## src/rtl/mbt_pkg.sv

```systemverilog
package mbt_pkg;

   // Address and trie geometry
   localparam int ADDR_BITS = 32;
   localparam int STRIDE = 3;
   localparam int NODE_COUNT = 1024;
   localparam int PORT_BITS = 8;

   localparam int LEVELS = (ADDR_BITS + STRIDE - 1) / STRIDE;
   localparam int WALK_BITS = LEVELS * STRIDE;
   localparam int PAD_BITS = WALK_BITS - ADDR_BITS;
   localparam int FANOUT = 1 << STRIDE;
   localparam int LAST_BITS = (LEVELS - 1) * STRIDE;

   localparam int NODE_BITS = $clog2(NODE_COUNT);
   localparam int CNT_BITS = $clog2(NODE_COUNT + 1);

   // Item field widths
   localparam int PLEN_BITS = 6;
   localparam int RPORT_BITS = 8;
   localparam int STATUS_BITS = 2;

   localparam logic [PLEN_BITS-1:0] PLEN_MAX = PLEN_BITS'(ADDR_BITS);

   // Commands
   localparam logic CMD_LOOKUP = 1'b0;
   localparam logic CMD_INSERT = 1'b1;

   // Result status codes
   localparam logic [STATUS_BITS-1:0] STATUS_OK = 2'd0;
   localparam logic [STATUS_BITS-1:0] STATUS_NO_ROUTE = 2'd1;
   localparam logic [STATUS_BITS-1:0] STATUS_POOL_FULL = 2'd2;

   typedef logic [STRIDE-1:0] chunk_type;
   typedef logic [NODE_BITS-1:0] node_type;

   // One trie entry: route and child link
   typedef struct packed {
      logic                 valid;
      logic [PORT_BITS-1:0] port;
      logic [PLEN_BITS-1:0] plen;
      node_type             child;
   } entry_type;

   // One trie node: all entries of a stride
   typedef entry_type [FANOUT-1:0] row_type;

   // Inputs of the per-level unit
   typedef struct packed {
      row_type              row;
      chunk_type            chunk;
      logic [PLEN_BITS-1:0] plen;
      logic [PORT_BITS-1:0] port;
      logic [PLEN_BITS-1:0] lvl_bits;
      node_type             new_node;
   } level_in_type;

   // Outputs of the per-level unit
   typedef struct packed {
      entry_type sel_entry;
      row_type   expand_row;
      row_type   link_row;
      logic      is_final;
      logic      is_last;
   } level_out_type;

endpackage

```

## src/rtl/mbt_level_unit.sv

```systemverilog
module mbt_level_unit (
   input  mbt_pkg::level_in_type  lin,
   output mbt_pkg::level_out_type lout
);
   import mbt_pkg::*;

   always_comb begin
      logic [PLEN_BITS-1:0] used;
      chunk_type            mask;
      logic                 covered;
      logic                 wins;
      entry_type            e;

      // Pick the entry addressed by this level's chunk
      lout.sel_entry = lin.row[lin.chunk];

      // Last stride of the prefix, and last level of the address
      lout.is_final = ({1'b0, lin.plen}) <=
                      ({1'b0, lin.lvl_bits} + (PLEN_BITS + 1)'(STRIDE));
      lout.is_last = (lin.lvl_bits == PLEN_BITS'(LAST_BITS));

      // Bits of the chunk that the prefix fixes
      used = lin.plen - lin.lvl_bits;
      mask = ~({STRIDE{1'b1}} >> used);

      // Expand the route over the covered entries; a shorter one never overrides
      lout.expand_row = lin.row;
      for (int k = 0; k < FANOUT; k++) begin
         e = lin.row[k];
         covered = (((STRIDE'(k)) ^ lin.chunk) & mask) == '0;
         wins = !e.valid || (e.plen <= lin.plen);
         if (covered && wins) begin
            lout.expand_row[k].valid = 1'b1;
            lout.expand_row[k].port = lin.port;
            lout.expand_row[k].plen = lin.plen;
         end
      end

      // Link a freshly allocated child under the selected entry
      lout.link_row = lin.row;
      lout.link_row[lin.chunk].child = lin.new_node;
   end

endmodule

```

## config.mk

```make
export PLATFORM = sky130hd
export DESIGN_NAME = mbt_level_unit
export DESIGN_NICKNAME = d
export VERILOG_FILES = /design/src/rtl/mbt_pkg.sv /design/src/rtl/mbt_level_unit.sv
export SDC_FILE = /design/constraint.sdc
export NUM_CORES = 1
export LEC_CHECK = 0
export ABC_AREA = 1
export BUFFER_PORTS_ARGS = -buffer_cell sky130_fd_sc_hd__buf_4
export CAP_MARGIN = 20
export CORE_AREA = 2 2 254 256
export DETAILED_ROUTE_END_ITERATION = 12
export DIE_AREA = 0 0 256 258
export GPL_TIMING_DRIVEN = 0
export PLACE_DENSITY = 0.3
export SETUP_SLACK_MARGIN = 0.15
export SLEW_MARGIN = 20
export SYNTH_ARGS = -nofsm -noshare
export SYNTH_HDL_FRONTEND = slang
export SYNTH_SLANG_ARGS = --single-unit
```

## constraint.sdc

```tcl
create_clock -name vclk -period 2.8
set_input_delay 0.14 -clock vclk [all_inputs]
set_output_delay 0.14 -clock vclk [all_outputs]
set_load 0.02 [all_outputs]
```

==> metrics.md <==
| Metric | Value |
|---|---|
| Status | `finished, final reports clean` |
| First-pass GRT wire length | `102 mm` |
| Slew @ Worst Pin | `884 ps` |
| Ports | `660` |
| Total wire length | `76.0 mm` |
| Initial antenna violation count | `4` |
| Final Critical Period | `2590 ps` |
| Vias | `11800` |
| Layout cell share with drive strength beyond 1 | `61.1%` |
| Die Ht | `258 um` |
| Slew margin rel. | `41.0%` |
| Leading area contributor after synthesis | `buf_4` |
| Post-DP HPWL | `63.4 mm` |
| DP Worst Slack | `-1110 ps` |
| GRT Total Usage | `21.9%` |
| Synthesis warning total | `0` |
| Final Slew Violations | `0` |
| Maxcap violations | `0` |
| Finished Cell Area | `0.0156 mm^2` |
| Hold Crit Class | `in -> out` |
| Hold Startpoint | `lin[178]` |
| Setup TNS | `0 ps` |
| Post-synth cell types | `34` |
| Critical path startpoint category | `input port` |
| Max IR drop VDD | `61.1 uV` |
| Port-buffer cells | `651` |
| Vias in the first global route | `11700` |
| Worst path arrival time | `2450 ps` |
| Drt first pass iters | `7` |
| Crit share post-route | `92.3%` |
| Crit-path max FO | `10` |
| Vias per inst | `4.18` |
| RSZ-0062 raised after global routing | `yes` |
| Worst setup margin | `215 ps` |
| Leak Pwr | `8.03 nW` |
| GPL Wtd Cong | `0.829` |
| Max Freq | `0.387 GHz` |
| Count leader, synth | `nand2_1` |
| Final #Nets | `2267` |
| DRC | `0` |
| CLK BUF | `0` |
| Largest cells by area after synthesis | `buf_4 (21%), nand2_1 (21%), ha_1 (11%)` |
| Worst Path Required | `2660 ps` |
| Top cell type's share of synthesized area | `21.4%` |
| Initial Utilization | `11.1%` |
| Hold Path Cell Cnt | `3` |
| Final hold viol count | `0` |
| Syn Nets | `1540` |
| Register area share after synthesis | `0%` |
| WL/cell | `26.9 um` |
| Mapped cell area | `0.00709 mm^2` |
| Grt ovf | `0` |
| Core area | `0.0636 mm^2` |
| Remaining antenna violation count after routing | `0` |
| Finish-stage setup viols | `0` |
| Post-Syn Area per Cell | `5.69 um^2` |
| Worst Setup Path Type | `in -> out` |
| Hold buffers post-CTS | `0` |
| Num sequential | `0` |
| Layout area overhead | `120%` |
| Final Instance Count excl. Fillers | `2827` |
| Area after DPL | `0.0130 mm^2` |
| Largest net degree at the start of global routing | `17` |
| Cell count after synthesis | `1245` |
| Critical Path End Type | `primary output` |
| Register Area | `0 um^2` |
| Die area | `0.0660 mm^2` |
| Hold Crit Endpoint | `lout[147]` |
| Die W | `256 um` |
| DR iter-0 viols | `716` |
| Site Rows | `93` |
| Inst Count DP | `2751` |
| Power per cell area | `248 mW/mm^2` |
| Post-synth top cells | `nand2_1 (401), buf_4 (202), nand4_1 (117)` |
-- per-stage QoR --
step,util [%],total power [mW],hold slack (ps)
2_1_floorplan,-,1.55,393
3_3_place_gp,20.5,3.27,587
3_5_place_dp,20.5,3.27,590
4_1_cts,24.1,3.84,593
5_1_grt,24.4,4.09,603
6_report,24.4,3.86,589
-- per-layer routing --
| metal | track usage [%] | part of all wire (%) | vias to the layer above | wire length [um] |
|---|---|---|---|---|
| met1 | 28.8 | 44 | 5730 | 33600 |
| met5 | 0 | 0.034 | - | 26 |
| li1 | - | - | 5544 | - |
| met4 | 4.14 | 2.0 | 4 | 1530 |
| met2 | 37.4 | 48 | 491 | 36500 |
| met3 | 3.86 | 5.6 | 61 | 4290 |
-- placed cells by master, fill, tap and decap left out, types with 5 or more instances in the layout --
master and instances:
inv_1 63, o21ai_0 99, nand4_1 117, xor2_1 6, nor2_1 17, buf_12 19, clkinvlp_4 6, buf_8 8
nand2_8 6, nand2_2 128, a21oi_1 20, buf_2 16, a21o_1 6, nand2_1 248, buf_6 147, a22oi_1 26
nand3_2 9, clkbuf_2 8, a22o_1 14, o21ai_1 14, nand2_4 28, buf_4 782, nand4_4 6, buf_16 5
ha_1 58, a221oi_1 23, clkbuf_1 14, o211ai_1 10, nand3_1 22
-- critical path: stages --
cell	delay, ps
buf_12	120
clkinv_8	40
ha_4	120
inv_4	30
fa_2	360
nand3_2	100
nand3_2	80
nand2_2	60
nand2_2	50
nor2_4	180
nand4_4	150
buf_12	180
nand2_8	120
buf_12	110
buf_12	120
nand4_1	160
nand2_2	150
buf_6	130
-- cell type report --
| class | instances | area, um^2 |
|---|---|---|
| Antenna cell | 2 | 5.00 |
| Buffer | 282 | 2260 |
| Fill cell | 7236 | 48100 |
| Inverter | 79 | 365 |
| Multi-Input combinational cell | 883 | 5690 |
| Tap cell | 855 | 1070 |
| Timing Repair Buffer | 726 | 6170 |
-- where the power goes --
| part | internal [mW] | leakage [nW] | switching (mW) |
|---|---|---|---|
| clock | 0.0000000399 | 0.0000104 | 0 |
| combinational | 1.64 | 8.03 | 2.22 |
| sequential | 0 | 0 | 0 |
| total | 1.64 | 8.03 | 2.22 |
-- repair_timing --
action                                  4_1_cts  5_1_grt
buffers inserted                             49       15
gates cloned                                 12        0
pin swaps                                    70       25
endpoints found under the setup margin      141      121
hold endpoints to repair                      0        0
resized for setup                           507       45
-- how the worst max path moves through the flow --
stage / startpoint / endpoint / slack, ps / depth (start not counted)
2_1_floorplan: lin[24] / lout[226] / 240 / 15
3_5_place_dp: lin[24] / lout[366] / -1110 / 14
6_report: lin[24] / lout[345] / 210 / 18
3_3_place_gp: lin[24] / lout[366] / -1090 / 14
4_1_cts: lin[24] / lout[324] / 20 / 19
5_1_grt: lin[27] / lout[219] / 120 / 17
-- kinds of logic (layout without fill, tap and decap cells) --
group           Yosys count  after routing  synth area share, %
other cells               0              2                    0
buf+inv                 363           1087                 30.8
compound gates          223            223                 19.6
simple gates            591            592                 37.8
xor+xnor                  6              6                0.742
fa+ha+maj                62             62                 11.1
No activity file was read; power rests on OpenSTA's default activity.
